## src/design/bffa_pkg.sv

```systemverilog
// Shared types and constants for the bitmap first-free allocator.
// Holds the item structs, the row-search result struct and default sizes.
// No dependencies.
package bffa_pkg;

	// Default sizes of one partition bitmap and of the partition count.
	localparam int BITMAP_BYTES_DEF    = 8192;
	localparam int PARTITION_COUNT_DEF = 4;

	// Fixed field widths of the items.
	localparam int PART_W  = 2;
	localparam int INDEX_W = 13;
	localparam int SLOT_W  = 17;

	// One memory row holds eight bitmap bytes, one per byte lane.
	localparam int LANES  = 8;
	localparam int LANE_W = 3;

	// Operation codes of an input item.
	localparam logic OP_LOAD  = 1'b0;
	localparam logic OP_ALLOC = 1'b1;

	// Input item.
	typedef struct packed {
		logic               operation;
		logic [PART_W-1:0]  partition;
		logic [INDEX_W-1:0] byte_index;
		logic [7:0]         byte_value;
	} req_t;

	// Result item.
	typedef struct packed {
		logic [SLOT_W-1:0] slot_number;
		logic              full_res;
	} rsp_t;

	// Outcome of searching one bitmap row for a clear bit.
	typedef struct packed {
		logic              found;
		logic [LANE_W-1:0] lane;
		logic [2:0]        pos;
		logic [7:0]        set_byte;
	} hit_t;

endpackage

```

## src/design/bffa_find.sv

```systemverilog
// Search of one bitmap row (eight byte lanes) for the first clear bit.
// Depends on bffa_pkg for the lane count and the hit_t struct.
module bffa_find
	import bffa_pkg::*;
(
	input  logic [LANES-1:0][7:0] row,
	input  logic [LANES-1:0]      lane_mask,
	output hit_t                  hit
);

	logic [LANES-1:0] lane_free;
	logic [2:0]       lane_pos [LANES];

	// First clear bit of each lane, counted from the most significant bit.
	always_comb begin
		for (int j = 0; j < LANES; j++) begin
			lane_free[j] = 1'b0;
			lane_pos[j]  = 3'd0;
			for (int b = 0; b < 8; b++) begin
				if (!row[j][b]) begin
					lane_free[j] = 1'b1;
					lane_pos[j]  = 3'(7 - b);
				end
			end
		end
	end

	// Lowest enabled lane with a clear bit wins; its byte is returned with that bit set.
	always_comb begin
		hit.found    = 1'b0;
		hit.lane     = '0;
		hit.pos      = '0;
		hit.set_byte = '0;
		for (int j = LANES - 1; j >= 0; j--) begin
			if (lane_free[j] && lane_mask[j]) begin
				hit.found    = 1'b1;
				hit.lane     = LANE_W'(j);
				hit.pos      = lane_pos[j];
				hit.set_byte = row[j] | (8'h80 >> lane_pos[j]);
			end
		end
	end

endmodule
```

## config.mk

```make
export PLATFORM = sky130hd
export DESIGN_NAME = bffa_find
export DESIGN_NICKNAME = d
export VERILOG_FILES = /design/src/design/bffa_pkg.sv /design/src/design/bffa_find.sv
export SDC_FILE = /design/constraint.sdc
export NUM_CORES = 1
export LEC_CHECK = 0
export BUFFER_PORTS_ARGS = -buffer_cell sky130_fd_sc_hd__clkbuf_2
export CAP_MARGIN = 20
export CELL_PAD_IN_SITES_DETAIL_PLACEMENT = 1
export CELL_PAD_IN_SITES_GLOBAL_PLACEMENT = 1
export CORE_MARGIN = 8
export CORE_UTILIZATION = 32
export DETAILED_ROUTE_END_ITERATION = 10
export PLACE_DENSITY_LB_ADDON = 0.3
export SYNTH_ARGS = -nofsm -noshare
export SYNTH_HDL_FRONTEND = slang
export SYNTH_SLANG_ARGS = --single-unit
```

## constraint.sdc

```tcl
create_clock -name vclk -period 2.28
set_input_delay 0.456 -clock vclk [all_inputs]
set_output_delay 0.456 -clock vclk [all_outputs]
set_load 0.01 [all_outputs]
```

==> reports/metrics.cfg, run 1 <==
[yosys]
postSynthAreaPerCell_um2=5.94
synth.distinct_cells=55
syn_inst=301
synth_top_area_cell=o21ai_0
syn_area_um2=1790
yosys-top-cells-area=o21ai_0 9.0%, nand2_1 8.2%, nand4_1 7.7%
seq_area_frac_synth_pct=0
synth_nets=373
yosys_warnings=0
yosysTopAreaCellShare_pct=8.96

[outcome]
status=aborted with a tool error
haltStage=global routing (5_1_grt)
firstError=[ERROR GRT-0232] Routing congestion too high. Check the congestion heatmap in the GUI.

[placed_design]
placed_cell_area_um2=3170
io_buffers=87
gp_congestion=0.918
hpwlAfterDp_um=9350
pre_cts_slack_ps=-455

[floorplanning]
die_h_um=90.7
num_io_pins=87
die_x_um=90.7
rows=27
start_util_pct=32.9

[grt]
grt_usage_pct=75.2
grt_max_degree=15
grt_overflow=247

[clock_tree]
cts_hold_buf=0

[timing]
worst_endpoint=hit[4]
worst_endpoint_kind=top-level output

## synthesized netlist by cell type, types with 5 or more instances
cell type / count
a211oi_1: 6
inv_1: 16
o211ai_1: 8
nand2b_1: 7
a31oi_1: 13
nand4_1: 22
nand2_1: 39
nand3_1: 18
nor3_1: 7
o21ai_0: 32
a311oi_1: 5
a41oi_1: 5
and2_1: 5
a21oi_1: 27
nor2_1: 17
## cell families after synthesis
group                  synth area share [%]
AO/OA/AOI/OAI                          52.7
AND/OR/NAND/NOR                        41.3
XOR/XNOR                              0.490
buffers and inverters                  5.53
## layer usage
layer | GRT overflow | track usage (%)
met2 | 192 | 97.3
met5 | 0 | 4.49
met1 | 2 | 71.7
met3 | 0 | 56.9
met4 | 53 | 81.0
## what timing repair did
action,4_1_cts
endpoints found under the setup margin,15
resized for setup,74
buffers inserted,17
cloned,0
pin swaps,37
## per-stage QoR
step | std cells | utilization (%)
after floorplan | 301 | -
after global placement | 573 | 58.4
after CTS | 590 | 66.7
after detailed placement | 573 | 58.4
==> inputs of run 2 (changes only) <==
CELL_PAD_IN_SITES_DETAIL_PLACEMENT = default   (was 1)
CELL_PAD_IN_SITES_GLOBAL_PLACEMENT = default   (was 1)
CORE_UTILIZATION = 25   (was 32)
PLACE_DENSITY_LB_ADDON = 0.15   (was 0.3)
==> reports/metrics.cfg, run 2 <==
[finish]
nets=606
nClkBuffers=0
nFlopsAndLatches=0
n_antenna_cell=0
nFillCells=669
final_common_cell=buf_4
design_area_um2=4120
final_cell_mix=132 x buf_4, 45 x clkbuf_2, 44 x buf_6
regArea_um2=0
drive_gt1_share_pct=57.9
area_growth_pct=131

[setup_path]
end_kind=primary output
critPathMaxFanout=3
criticalPathCategory=in -> out
start_kind=primary input
crit_path_max_incr_delay_ps=270
arrival_ps=1930
worstPathCellList=buf_6 -> nand4_1 -> o21ai_2 -> buf_4 -> nor4b_4 -> o2111ai_2 -> a31oi_4 -> a2bb2oi_2 -> buf_2
critical-path-slowest-cell=nor4b_4
required_ps=1820

[grt]
grt_first_pass_wirelength_um=15100
grt_usage_pct=17.6
grt_use_met1_pct=23.7
use_met2_pct=30.1
grt_pass1_vias=3216
use_met3_pct=1.86
grt_overflow=0
busiest_layer=met2
grt_max_degree=16
antenna_found_initial=0

[yosys]
synth_top_area_cell=o21ai_0
syn_area_um2=1790
synth_nets=373
yosysTopAreaCellShare_pct=8.96
synth_common_cells=39 x nand2_1, 32 x o21ai_0, 27 x a21oi_1, 22 x nand4_1, 18 x nand3_1
yosys-top-cells-area=o21ai_0 9.0%, nand2_1 8.2%, nand4_1 7.7%
synth.distinct_cells=55
yosys_warnings=0
seq_area_frac_synth_pct=0
synth_most_common_cell=nand2_1
postSynthAreaPerCell_um2=5.94
syn_inst=301

[pwr]
finalPower_uw=746
cellPowerDensity_nw_per_um2=181
clockPowerShare_pct=0
power.switching_uw=360
pwr-share-seq_pct=0
peakVddDrop_mv=0.0801
p_int_uw=386
combPwrFrac_pct=100.0
leakage_uw=0.00181
p_sw_share_pct=48.3

[route]
first_pass_iters=5
ant_nets=0
drc_errors=0
vias=3458
drt_iter0_markers=175
routedWlPerCell_um=15.8
wl_um=9950
vias_per_cell=5.48

[timing]
report.final.slew_viol_count=0
layout_worst_path_cycle_share_pct=105
layout_setup_ws_ps=-104
worst_slew_pin_slew_ps=423
maxSlewHeadroom_pct=71.6
rsz0062_at_grt=true
setup_viol=9
clock.fmax_mhz=419
finalHoldViolations=0
period_minus_slack_ps=2380

[worst_hold_path]
hp-class=in -> out

[outcome]
violations=setup timing
status=finished, violations left

[floorplanning]
die_area_um2=10100
die_h_um=101
start_util_pct=25.2
rows=31
core_area_um2=7100
num_io_pins=87
die_x_um=101

[placed_design]
gp_congestion=0.953
hpwlAfterDp_um=7710
io_buffers=87
placed_cell_area_um2=3250

[clock_tree]
cts_hold_buf=0

[run]
drv_cap=0

==> run 2: final timing paths <==
path,startpoint,to,slack [ps],cells past startpoint
min,lane_mask[0],hit[9],1370,4
max,row[60],hit[9],-100,9
==> run 2: power by group through the flow <==
stage	Sequential, uW	Clock (uW)	Combinational [uW]
global route	0	0	799
finish	0	0	746
floorplan	0	0	210
global placement	0	0	565
CTS	0	0	637
detailed placement	0	0	567
==> run 2: cell families after synthesis <==
group	share of synthesized area, %
xor gates and xnor gates	0.490
and+or+nand+nor	41.3
AOI/OAI and AO/OA	52.7
buffers and inverters	5.53
==> run 2: cell type report <==
cell class	count	area [um^2]	share of cell area, %
Timing Repair Buffer	237	1840	44.8
Multi-Input combinational cell	279	2090	50.8
Inverter	16	60.1	1.46
Tap cell	99	124	3.01
==> run 2: metrics by stage <==
stage / setup WS, ps / std cells / util, % / hold slack, ps / setup TNS [ps]
after global placement: -317 / 605 / 45.7 / 1360 / -2520
after CTS: -113 / 612 / 50.5 / 1360 / -650
after global routing: -200 / 631 / 58.0 / 1400 / -1340
after floorplan: 88.7 / 301 / - / 986 / 0
after detailed placement: -322 / 605 / 45.7 / 1360 / -2630
final: -104 / 631 / 58.0 / 1370 / -621
==> run 2: worst max-delay path, delay by kind of cell <==
| family | cells | cell delay, ps |
|---|---|---|
| buf+inv | 3 | 380 |
| compound gates | 4 | 670 |
| simple gates | 2 | 410 |
==> run 2: routing by layer <==
metal	wire (um)	up-vias
li1	-	1687
met4	128	0
met2	4850	123
met1	4350	1632
met5	0	-
met3	611	16
==> run 2: timing repair <==
action / CTS / global route
resized for setup: 62 / 103
endpoints found under the setup margin: 14 / 15
pin swaps: 33 / 54
setup buffers: 8 / 20
cloned: 1 / 1
(Power assumes the default switching activity.)
==> inputs of run 3 (changes only) <==
BUFFER_PORTS_ARGS = default   (was -buffer_cell sky130_fd_sc_hd__clkbuf_2)
DONT_BUFFER_PORTS = 1   (was default)
==> reports/metrics.cfg, run 3 (synthesized netlist as in run 2, its figures left out) <==
[outcome]
status=finished, violations left
violations=setup timing

[timing]
layout_setup_ws_ps=-6.71
setup_tns_ps=-6.71
clock.fmax_mhz=437
layout_worst_path_cycle_share_pct=100
whs_ps=1100
worst_slew_pin_slew_ps=665
setup_viol=1
rsz0062_at_grt=true
maxSlewHeadroom_pct=55.4
finalHoldViolations=0
report.final.slew_viol_count=0
period_minus_slack_ps=2290

[setup_path]
start_kind=primary input
end_kind=primary output
crit_path_max_incr_delay_ps=340
critical-path-slowest-cell=a311oi_1
required_ps=1820
worstPathCellList=nand4_1 -> o21a_2 -> a311oi_1 -> a221oi_2 -> o31ai_1 -> buf_4
cp_top_family=compound AO/OA/AOI/OAI gates
arrival_ps=1830
criticalPathCategory=in -> out
path_buf_inv=1
critPathMaxFanout=5

[grt]
antenna_found_initial=0
grt_overflow=0
grt_first_pass_wirelength_um=12800
grt_max_degree=15
grt_pass1_vias=2528
grt_usage_pct=15.3

[floorplanning]
die_h_um=101
rows=31
start_util_pct=25.2
core_area_um2=7100
die_area_um2=10100
die_x_um=101
num_io_pins=87

[finish]
nClkBuffers=0
n_antenna_cell=0
final_common_cell=buf_4
area_growth_pct=36.6
final_cell_mix=49 x buf_4, 36 x nand2_1, 27 x o21ai_0
nets=420
regArea_um2=0
drive_gt1_share_pct=27.2
nFlopsAndLatches=0

[pwr]
leakage_uw=0.000836
cellPowerDensity_nw_per_um2=153
peakVddDrop_mv=0.0448

[route]
wl_um=8270
ant_nets=0
drc_errors=0
vias=2607
first_pass_iters=4
routedWlPerCell_um=18.6
drt_iter0_markers=123
vias_per_cell=5.86

[placed_design]
gp_congestion=0.863
hpwlAfterDp_um=7090
pre_cts_slack_ps=-160
io_buffers=0

[clock_tree]
cts_hold_buf=0

[run]
drv_cap=0

[worst_hold_path]
hp-class=in -> out

run 3: through the flow:
stage	util, %	instances	cell area (um^2)	power, uW
final	34.4	445	2440	372
after detailed placement	31.6	442	2240	333
after global placement	31.6	442	2240	336
after CTS	33.0	444	2340	352
after global routing	34.4	445	2440	406
after floorplan	-	301	1790	210
run 3: area by class of cell:
| cell class | count | area (um^2) |
|---|---|---|
| inverters | 16 | 60.1 |
| fillers | 790 | 4660 |
| multi-input cells | 278 | 1860 |
| repair buffers | 52 | 402 |
| well taps | 99 | 124 |
run 3: what timing repair did:
item,4_1_cts,5_1_grt
setup buffers,2,1
hold endpoints to repair,0,0
setup endpoints to repair,8,11
resized for setup,19,23
pin swaps,9,27
run 3: metal layers:
layer | global-route usage, % | wire length [um] | vias to the layer above | share of wire (%)
li1 | - | - | 1308 | -
met1 | 20.1 | 3760 | 1210 | 45
met2 | 25.4 | 3830 | 83 | 46
met3 | 3.11 | 601 | 6 | 7.3
met4 | 2.21 | 84 | 0 | 1.0
met5 | 0 | 0 | - | 0
run 3: power by group:
group          internal (uW)  total [uW]  switching [uW]  leakage [uW]
clock network              0           0               0             0
registers                  0           0               0             0
logic                    174         372             198      0.000836
total                    174         372             198      0.000836
run 3: worst paths after layout:
kind                      from      to  slack, ps  cells after the start
setup / recovery       row[30]  hit[5]         -7                      6
hold / removal    lane_mask[0]  hit[9]       1100                      2
