==> src/design/bffa_ram.sv <==
// Generic simple dual-port RAM: one write port, one read port, registered read.
// No dependencies.
module bffa_ram #(
	parameter int WIDTH = 8,
	parameter int DEPTH = 2,
	localparam int AW = (DEPTH > 1) ? $clog2(DEPTH) : 1
) (
	input  logic             clk,
	input  logic             we,
	input  logic [AW-1:0]    waddr,
	input  logic [WIDTH-1:0] wdata,
	input  logic [AW-1:0]    raddr,
	output logic [WIDTH-1:0] rdata
);

	logic [WIDTH-1:0] mem [DEPTH];

	// Write port.
	always_ff @(posedge clk) begin
		if (we) begin
			mem[waddr] <= wdata;
		end
	end

	// Read port, registered.
	always_ff @(posedge clk) begin
		rdata <= mem[raddr];
	end

endmodule

==> config.mk <==
export PLATFORM = sky130hd
export DESIGN_NAME = bffa_ram
export DESIGN_NICKNAME = d
export VERILOG_FILES = /design/src/design/bffa_ram.sv
export SDC_FILE = /design/constraint.sdc
export NUM_CORES = 1
export LEC_CHECK = 0
export CORE_UTILIZATION = 51
export DETAILED_ROUTE_END_ITERATION = 7
export DONT_BUFFER_PORTS = 1
export PLACE_DENSITY = 0.75
export SYNTH_ARGS = -nofsm -noshare
export SYNTH_HDL_FRONTEND = slang
export SYNTH_SLANG_ARGS = --single-unit
==> constraint.sdc <==
create_clock -name clk -period 0.9 [get_ports clk]
set_input_delay 0.135 -clock clk [delete_from_list [all_inputs] [get_ports clk]]
set_output_delay 0.135 -clock clk [all_outputs]
set_load 0.01 [all_outputs]
-- Word-level counts from Yosys, hierarchy flattened
Memory sizes are Yosys's and may differ from the RTL's. A register that Yosys moved wholly into a read port is not among the register bits.
Cells that the tools add are included.
- flip-flop bits (word level): 0
- latch bits: 0
- RAM bits: 16
- memory bits (read-only): 0
- output and inout port bits: 8
- word-level logic and storage cells: 3
- memories kept: 1
- $add $sub $neg: 0
- $mul: 0
- div/mod/pow operators: 0
- magnitude comparators: 0
- eq/ne operators: 0
- shift operators: 0
- mux-type cells: 2
- bitwise gates (word level): 0
- reduce and logical (&&, ||, !) cells: 0
- memory list (memory ; depth ; width ; rd ports ; clocked after memory_dff ; wr ports ; line ; source):
    mem ; 2 ; 8 ; 1 ; 1 ; 1 ; 16 ; logic [WIDTH-1:0] mem [DEPTH];
- operators with widths (kind ; count):
    2-to-1 mux 1 bit ; 2

-- Logic depth before layout (Yosys ltp)
Gate-level depths: netlist (run 1).
- depth after elaboration: 2
- gate-level depth with buffers: 2
- depth with buffers taken out: 1

-- Worst setup path after synthesis (run 1)
Ideal clock, no wire load.
- path kind: in2reg
- start: input we
- end: memory mem[0][0] (enable)
- library setup time: 0.373 ns
- arrival time: 0.555 ns
- required time: 0.527 ns
- path slack: -0.028 ns
- stages on the path: 1
- path buffers: 0
- cells stage by stage: nor2b_1
- cells in the longest elaborated chain, start to end: 2
- RTL lines (what ; line ; source):
    start: declaration ; 9 ; input logic we,
    2-to-1 mux 1 bit ; 20 ; if (we) begin
    2-to-1 mux 1 bit (not written as such) ; 21 ; mem[waddr] <= wdata;
    end: declaration ; 16 ;
Every way passes these cells.

-- Worst setup path in the final report (run 1)
- start: register rdata[6], read port of mem
- end: output rdata[6]
- RTL lines (what ; line ; source):
    start: declaration ; 13 ; output logic [WIDTH-1:0] rdata
No word-level cell between the ends.

==> results of run 1 <==
[cells by family (layout without fill, tap and decap cells)]
kind of cell,count (synthesis),in the layout
multiplexers,8,8
AND/OR/NAND/NOR,2,2
buffers and inverters,1,15
flip-flops,24,24
[what timing repair did]
item	CTS	global route
endpoints found under the hold margin	24	9
gates resized for setup	0	0
hold buffers	8	1
[synth_stat cells]
library cell and number:
edfxtp_1 16, dfxtp_1 8, mux2_4 8, and2_1 1
buf_6 1, nor2b_1 1
[worst max path at each step]
stage,depth (start not counted),start,slack [ps],end
6_report,0,rdata[6],80,rdata[6]
5_1_grt,0,rdata[4],20,rdata[4]
4_1_cts,0,rdata[5],60,rdata[5]
3_5_place_dp,1,waddr,70,mem[1][3]
3_3_place_gp,1,waddr,120,mem[1][4]
2_1_floorplan,1,we,140,mem[0][0]
[state kept, by name (all words and copies together) (netlist names)]
signal,count
rdata,8
mem,16
[report_power, final]
part / switching [mW] / total (mW) / internal (mW)
logic: 0.0288 / 0.111 / 0.0825
registers: 0.0398 / 1.30 / 1.26
clock network: 0.284 / 0.531 / 0.247
[routing by layer]
layer	vias up	part of all wire [%]	global-route usage [%]
li1	157	-	-
met1	155	35	12.6
met2	16	54	22.7
met3	3	8.5	9.78
met4	0	2.3	7.26
met5	-	0	0
[layout make-up]
cell class,instances,area (µm²),area share [%]
Sequential cell,24,641,68.4
Multi-Input combinational cell,10,135,14.4
Clock buffer,4,36.3,3.88
Tap cell,15,18.8,2.01
Timing Repair Buffer,11,105,11.2
==> flow_metrics.py, run 1 <==
metrics = {
    "logic_synthesis": {
        "ys_warn_count": 0,
        "synth.avg_cell_area_um2": 22.4,
        "synth-seq-area-share_pct": 81.7,
        "ys_ff_latch": 24,
        "synth_cells": 35,
        "synth_top_cell_by_area": "edfxtp_1",
        "ys_top_cells_by_area": "edfxtp_1 61%, dfxtp_1 20%, mux2_4 15%, buf_6 1.4%, and2_1 0.80%",
        "synth_mux_area_share_pct": 15.3,
        "synth_cell_types": 6,
        "syn_nets": 47,
        "yosys.area_share.xor_xnor_pct": 0,
        "synth_top_family_by_area": "multiplexers",
        "synth.top_cell.area_share_pct": 61.2,
        "synth_fa_ha_area_share_pct": 0,
        "synth-simple-area-share_pct": 1.59,
        "synth_compound_area_share_pct": 0,
        "netlist_area_um2": 785,
    },
    "clock_network": {
        "path_clk_slew_ps": 110,
        "clockBufferDepth": 2,
        "cts_root_buffer": "clkbuf_4",
        "ctsHtreeMaxLevel": 1,
        "cts_tree": "built",
        "numCtsBuffers": 3,
        "insertion_delay_ps": 310,
        "cts_sinks": 24,
        "post_cts_buffers": 0,
    },
    "timing": {
        "finalCriticalPeriod_ps": 822,
        "fin_tns_setup_ps": 0,
        "fmax_mhz": 1220,
        "setup_viol_count_final": 0,
        "timing.final.ws_setup_ps": 77.6,
        "clock_skew_ps": 3.04,
        "slew_headroom_pct": 75.2,
        "hold_slack_ps": -27.1,
        "hold_violations": 8,
        "finalCritPeriodShare_pct": 91.4,
        "tightest_slew_ps": 372,
        "rsz0062_at_grt": "false",
        "drv_slew": 0,
    },
    "hold_path": {
        "hold_end": "rdata[2]",
        "hold_start": "raddr",
        "hp-class": "in -> reg",
        "holdPathStages": 1,
    },
    "setup_path": {
        "crit_path_end_kind": "primary output",
        "cp_max_fo": 1,
        "reg2reg_depth": 1,
        "r2r-end": "rdata[0]",
        "worst_ep_required_time_ps": 760,
        "reg2reg_slack_ps": 140,
        "rr_startpoint": "mem[0][0]",
        "start_kind": "register",
        "critPathKind": "reg -> out",
        "worstPathArrival_ps": 690,
    },
    "global_routing": {
        "antenna_found_initial": 0,
        "grt_use_total_pct": 13.9,
        "grt_max_degree": 14,
        "grt-ovfl-total": 0,
        "grt_pass1_wl_um": 1280,
        "grt_pass1_vias": 312,
    },
    "final_layout": {
        "drive_above_1_share_pct": 30.6,
        "nNetsFinal": 62,
        "utilization_pct": 68.5,
        "stdcell_area_um2": 936,
        "fill_cells": 106,
        "n_antenna_cell": 0,
        "final_cell_mix": "16 x edfxtp_1, 9 x dlygate4sd3_1, 8 x mux2_4, 8 x dfxtp_1, 3 x clkbuf_4",
        "final_common_cell": "edfxtp_1",
        "stdcell_count": 64,
        "area_delta_synth_final_pct": 19.3,
    },
    "placement": {
        "gp_congestion": 0.628,
        "post-place-cells": 51,
        "dp_hpwl_um": 585,
        "portBuffers": 0,
        "dpl-instance-area_um2": 810,
        "place_ws_ps": 71.0,
    },
    "detailed_routing": {
        "wl_per_cell_um": 13.0,
        "drt_wl_total_um": 835,
        "drt_iter0_drc": 5,
        "drcViolationCount": 0,
        "final_antenna_net_count": 0,
        "avgViaCountPerCell": 5.17,
        "vias": 331,
        "firstDrtPassIters": 2,
    },
    "power_and_ir_drop": {
        "total_power_mw": 1.95,
        "leakage_nw": 0.359,
        "ir_drop_mv": 1.57,
        "power.density_nw_per_um2": 2080,
    },
    "floorplan": {
        "die_w_um": 41.2,
        "ios": 20,
        "fp.coreArea_um2": 1370,
        "die_h_um": 41.2,
        "dieArea_um2": 1700,
        "start_util_pct": 57.4,
        "num_rows": 13,
    },
    "flow_run": {
        "max_cap_viol_count": 0,
    },
    "run_status": {
        "violations": "negative hold slack",
        "status": "complete, but fails checks",
    },
}
(Power assumes the default switching activity.)
==> run 2: changes to the inputs <==
--- a/config.mk
+++ b/config.mk
@@ -5,6 +5,7 @@
 export SDC_FILE = /design/constraint.sdc
 export NUM_CORES = 1
 export LEC_CHECK = 0
+export CORE_MARGIN = 3
 export CORE_UTILIZATION = 51
 export DETAILED_ROUTE_END_ITERATION = 7
 export DONT_BUFFER_PORTS = 1
==> constraint.sdc (replaced) <==
create_clock -name clk -period 0.9 [get_ports clk]
set_input_delay 0.135 -clock clk [delete_from_list [all_inputs] [get_ports clk]]
set_output_delay 0.135 -clock clk [all_outputs]
set_load 0.05 [all_outputs]
==> run 2 against run 1 <==
Sequential share of layout area shrank 7.1 points. Via count grew 8.2%. Highest routed layer is now met3. Clock skew grew 2.8 ps. Critical path type unchanged. Cell area grew 13%. Setup slack lost 120 ps. Sequential cell count is the same. Critical path depth grew 1. Non-clock buffer count grew 7. Global-route usage shrank 0.70 points. Die area grew 20%. Core utilization grew 9.2 points. The flow finishes with violations (negative hold slack, negative setup slack).
==> flow_metrics.py, run 2 (synthesis results as in run 1) <==
metrics = {
    "detailed_routing": {
        "vias": 358,
        "top_layer_used": "met3",
        "avgViaCountPerCell": 5.04,
        "drt_iter0_drc": 3,
        "wl_met1_um": 342,
        "wl_per_cell_um": 15.3,
        "firstDrtPassIters": 4,
        "drcViolationCount": 0,
        "final_antenna_net_count": 0,
        "wl_met2_um": 659,
        "drt_wl_total_um": 1080,
        "met3_length_um": 81,
    },
    "clock_network": {
        "cts_tree": "built",
        "cts_sinks": 24,
        "cts_root_buffer": "clkbuf_4",
        "insertion_delay_ps": 300,
        "path_clk_slew_ps": 120,
        "clockBufferDepth": 2,
        "numCtsBuffers": 3,
        "ctsHtreeMaxLevel": 1,
        "hold_buffers": 8,
    },
    "setup_path": {
        "path_buf_inv": 1,
        "start_kind": "register",
        "crit_path_end_kind": "primary output",
        "cp_max_fo": 1,
        "critPathKind": "reg -> out",
        "cpPeakStageDelay_ps": 360,
        "worst_ep_required_time_ps": 760,
        "worstPathArrival_ps": 810,
        "cp_cell_sequence": "buf_8",
        "cp_slowest_cell": "dfxtp_2",
        "crit_family": "flip-flops",
    },
    "final_layout": {
        "largest_register_ffs": 16,
        "fill_cells": 77,
        "stdcell_area_um2": 1060,
        "n_antenna_cell": 0,
        "largest-register": "mem",
        "largestRegisters": "mem (16), rdata (8)",
        "final_common_cell": "edfxtp_1",
        "final_cell_mix": "16 x edfxtp_1, 8 x mux2_4, 8 x dlygate4sd3_1, 8 x dfxtp_2, 5 x buf_8",
        "nNetsFinal": 69,
        "drive_above_1_share_pct": 55.4,
        "area_delta_synth_final_pct": 35.2,
    },
    "hold_path": {
        "hp-class": "in -> reg",
    },
    "run_status": {
        "violations": "negative hold slack, negative setup slack",
        "status": "complete, but fails checks",
    },
    "timing": {
        "hold_slack_ps": -22.2,
        "slew_headroom_pct": 91.9,
        "rsz0062_at_grt": "true",
        "finalCritPeriodShare_pct": 105,
        "fmax_mhz": 1060,
        "clock_skew_ps": 5.88,
        "setup_viol_count_final": 8,
        "drv_slew": 0,
        "hold_violations": 8,
        "timing.final.ws_setup_ps": -43.4,
        "finalCriticalPeriod_ps": 943,
        "tightest_slew_ps": 121,
    },
    "placement": {
        "gp_congestion": 0.631,
        "dpl-instance-area_um2": 870,
        "portBuffers": 0,
    },
    "floorplan": {
        "num_rows": 13,
        "die_w_um": 45.2,
        "fp.coreArea_um2": 1370,
        "dieArea_um2": 2040,
        "start_util_pct": 57.4,
        "die_h_um": 45.2,
        "ios": 20,
    },
    "power_and_ir_drop": {
        "total_power_mw": 2.36,
        "power.density_nw_per_um2": 2220,
        "ir_drop_mv": 1.41,
        "leakage_nw": 0.416,
    },
    "flow_run": {
        "max_cap_viol_count": 0,
    },
    "global_routing": {
        "grt_max_degree": 15,
        "grt_pass1_vias": 410,
        "grt_use_total_pct": 13.2,
        "grt-ovfl-total": 0,
        "grt_pass1_wl_um": 1800,
        "antenna_found_initial": 0,
    },
}
run 2: cell type report:
type,instances,area [µm²],share of cell area (%)
Timing Repair Buffer,18,204,19.2
Multi-Input combinational cell,10,135,12.7
Clock inverter,1,30.0,2.83
Tap cell,15,18.8,1.77
Sequential cell,24,651,61.3
Clock buffer,3,22.5,2.12
run 2: routing by layer:
metal  GRT usage [%]  up-vias
met1            12.8      172
met5               0        -
met2            24.6       15
li1                -      171
met4            7.02        0
met3            3.59        0
run 2: report_power, final:
| group | internal (mW) | switching, mW |
|---|---|---|
| clock | 0.450 | 0.287 |
| combinational | 0.158 | 0.162 |
| sequential | 1.27 | 0.0310 |
| total | 1.88 | 0.479 |
run 2: path summary, 6_finish.rpt:
kind,slack [ps],start,to,cells past startpoint
max,-40,rdata[1],rdata[1],1
min,-20,raddr,rdata[1],1
max reg2reg,140,mem[1][0],rdata[0],1
min reg2reg,480,mem[0][2],rdata[2],1
run 2: through the flow:
| stage | hold slack (ps) | instances | setup WS (ps) | util, % | setup TNS (ps) |
|---|---|---|---|---|---|
| after global placement | 234 | 59 | 181 | 63.6 | 0 |
| after global routing | -45.1 | 71 | -80.5 | 77.7 | -504 |
| after CTS | -33.5 | 71 | -48.7 | 77.7 | -314 |
| final | -22.2 | 71 | -43.4 | 77.7 | -215 |
| after floorplan | 234 | 35 | 142 | - | 0 |
| after detailed placement | 234 | 59 | 163 | 63.6 | 0 |
run 2: what timing repair did:
action	in CTS	in global routing
setup endpoints to repair	8	8
gates resized for setup	21	0
buffers inserted	0	0
endpoints found under the hold margin	24	8
==> run 3: changes to the inputs <==
--- a/config.mk
+++ b/config.mk
@@ -5,6 +5,7 @@
 export SDC_FILE = /design/constraint.sdc
 export NUM_CORES = 1
 export LEC_CHECK = 0
+export CORE_ASPECT_RATIO = 0.9
 export CORE_MARGIN = 3
 export CORE_UTILIZATION = 51
 export DETAILED_ROUTE_END_ITERATION = 7
==> run 3 against run 2 <==
The run still ends with negative hold slack, negative setup slack left. Fmax barely moved. Hold slack gained 1.2 ps. Cell count unchanged. Register-to-register slack lost 20 ps. Total power rose by 1.0%. Via count increased by 5.9%. Highest routed layer unchanged.
==> flow_metrics.py, run 3 (synthesis results as in run 1) <==
metrics = {
    "detailed_routing": {
        "wl_per_cell_um": 15.5,
        "drcViolationCount": 0,
        "drt_iter0_drc": 9,
        "drt_wl_total_um": 1100,
        "avgViaCountPerCell": 5.34,
        "firstDrtPassIters": 2,
        "final_antenna_net_count": 0,
        "vias": 379,
    },
    "placement": {
        "gp_congestion": 0.583,
        "portBuffers": 0,
        "place_ws_ps": 157,
    },
    "setup_path": {
        "worstPathArrival_ps": 810,
        "critPathKind": "reg -> out",
        "cp_slowest_cell": "dfxtp_2",
        "cp_cell_sequence": "buf_8",
        "cp_max_fo": 1,
        "path_buf_inv": 1,
        "start_kind": "register",
        "crit_family": "flip-flops",
        "reg2reg_slack_ps": 120,
        "worst_ep_required_time_ps": 760,
        "crit_path_end_kind": "primary output",
        "cpPeakStageDelay_ps": 360,
    },
    "power_and_ir_drop": {
        "power.density_nw_per_um2": 2210,
        "leakage_nw": 0.425,
        "combPwrFrac_pct": 14.0,
        "seq_power_share_pct": 54.8,
        "ir_drop_mv": 1.48,
        "switching_share_pct": 20.6,
        "pwr-share-clk_pct": 31.2,
        "power.switching_mw": 0.491,
        "total_power_mw": 2.38,
        "intPower_mw": 1.89,
    },
    "floorplan": {
        "fp.coreArea_um2": 1340,
        "num_rows": 12,
        "ios": 20,
        "start_util_pct": 58.7,
        "die_w_um": 47.3,
        "dieArea_um2": 2050,
        "die_h_um": 43.2,
    },
    "clock_network": {
        "cts_tree": "built",
        "clockBufferDepth": 2,
        "hold_buffers": 8,
        "cts_root_buffer": "clkbuf_4",
        "post_cts_buffers": 0,
        "ctsHtreeMaxLevel": 1,
        "insertion_delay_ps": 300,
        "path_clk_slew_ps": 120,
        "numCtsBuffers": 3,
        "cts_sinks": 24,
    },
    "global_routing": {
        "antenna_found_initial": 0,
        "grt_pass1_vias": 427,
        "grt_pass1_wl_um": 1840,
        "grt_use_total_pct": 13.2,
        "grt_max_degree": 15,
        "grt-ovfl-total": 0,
    },
    "flow_run": {
        "max_cap_viol_count": 0,
    },
    "final_layout": {
        "nNetsFinal": 70,
        "area_delta_synth_final_pct": 37.5,
        "final_cell_mix": "16 x edfxtp_1, 8 x mux2_4, 8 x dlygate4sd3_1, 8 x buf_8, 8 x dfxtp_2",
        "largest-register": "mem",
        "drive_above_1_share_pct": 56.1,
        "fill_cells": 67,
        "largestRegisters": "mem (16), rdata (8)",
        "n_antenna_cell": 0,
        "largest_register_ffs": 16,
        "final_common_cell": "edfxtp_1",
    },
    "timing": {
        "slew_headroom_pct": 91.9,
        "clock_skew_ps": 2.07,
        "rsz0062_at_grt": "true",
        "fmax_mhz": 1060,
        "timing.final.ws_setup_ps": -42.6,
        "drv_slew": 0,
        "hold_violations": 8,
        "tightest_slew_ps": 121,
        "setup_viol_count_final": 8,
        "finalCritPeriodShare_pct": 105,
        "hold_slack_ps": -20.9,
        "finalCriticalPeriod_ps": 943,
    },
    "hold_path": {
        "hp-class": "in -> reg",
    },
    "run_status": {
        "violations": "negative hold slack, negative setup slack",
        "status": "complete, but fails checks",
    },
}
==> run 3: metal layers <==
| metal | share of wire (%) | vias up | global-route usage [%] |
|---|---|---|---|
| met4 | 0 | 0 | 3.31 |
| met5 | 0 | - | 0 |
| met1 | 40 | 193 | 16.2 |
| met2 | 55 | 14 | 21.4 |
| li1 | - | 172 | - |
| met3 | 5.4 | 0 | 5.08 |
==> run 3: path summary, 6_finish.rpt <==
kind | start | cells after the start | to
worst max-delay path | rdata[3] | 1 | rdata[3]
worst min-delay path | raddr | 1 | rdata[1]
worst max register to register | mem[0][3] | 1 | rdata[3]
worst min register to register | mem[1][7] | 1 | rdata[7]
==> run 3: stage by stage <==
step / std cells / hold slack (ps) / utilization, % / area [µm²] / TNS, ps
CTS: 71 / -26.6 / 79.6 / 1060 / -301
detailed placement: 59 / 234 / 65.5 / 876 / 0
global placement: 59 / 234 / 65.5 / 876 / 0
finish: 71 / -20.9 / 80.7 / 1080 / -232
floorplan: 35 / 234 / - / 787 / 0
global route: 71 / -45.6 / 80.7 / 1080 / -555
==> run 3: power by group through the flow <==
stage / sequential, mW / clock [mW] / combinational, mW
finish: 1.30 / 0.743 / 0.333
global route: 1.31 / 0.806 / 0.348
CTS: 1.30 / 0.753 / 0.320
detailed placement: 1.31 / 0 / 0.255
global placement: 1.30 / 0 / 0.250
floorplan: 1.42 / 0 / 0.0766
==> run 3: cell type report <==
class / count / area, µm² / area share (%)
clock buffers: 3 / 22.5 / 2.09
clock inverters: 1 / 30.0 / 2.78
multi-input cells: 10 / 135 / 12.5
flip-flops and latches: 24 / 651 / 60.3
well taps: 14 / 17.5 / 1.62
repair buffers: 19 / 223 / 20.6
==> run 3: what timing repair did <==
item	4_1_cts	5_1_grt
setup endpoints to repair	8	8
endpoints found under the hold margin	24	8
gates resized for setup	20	4
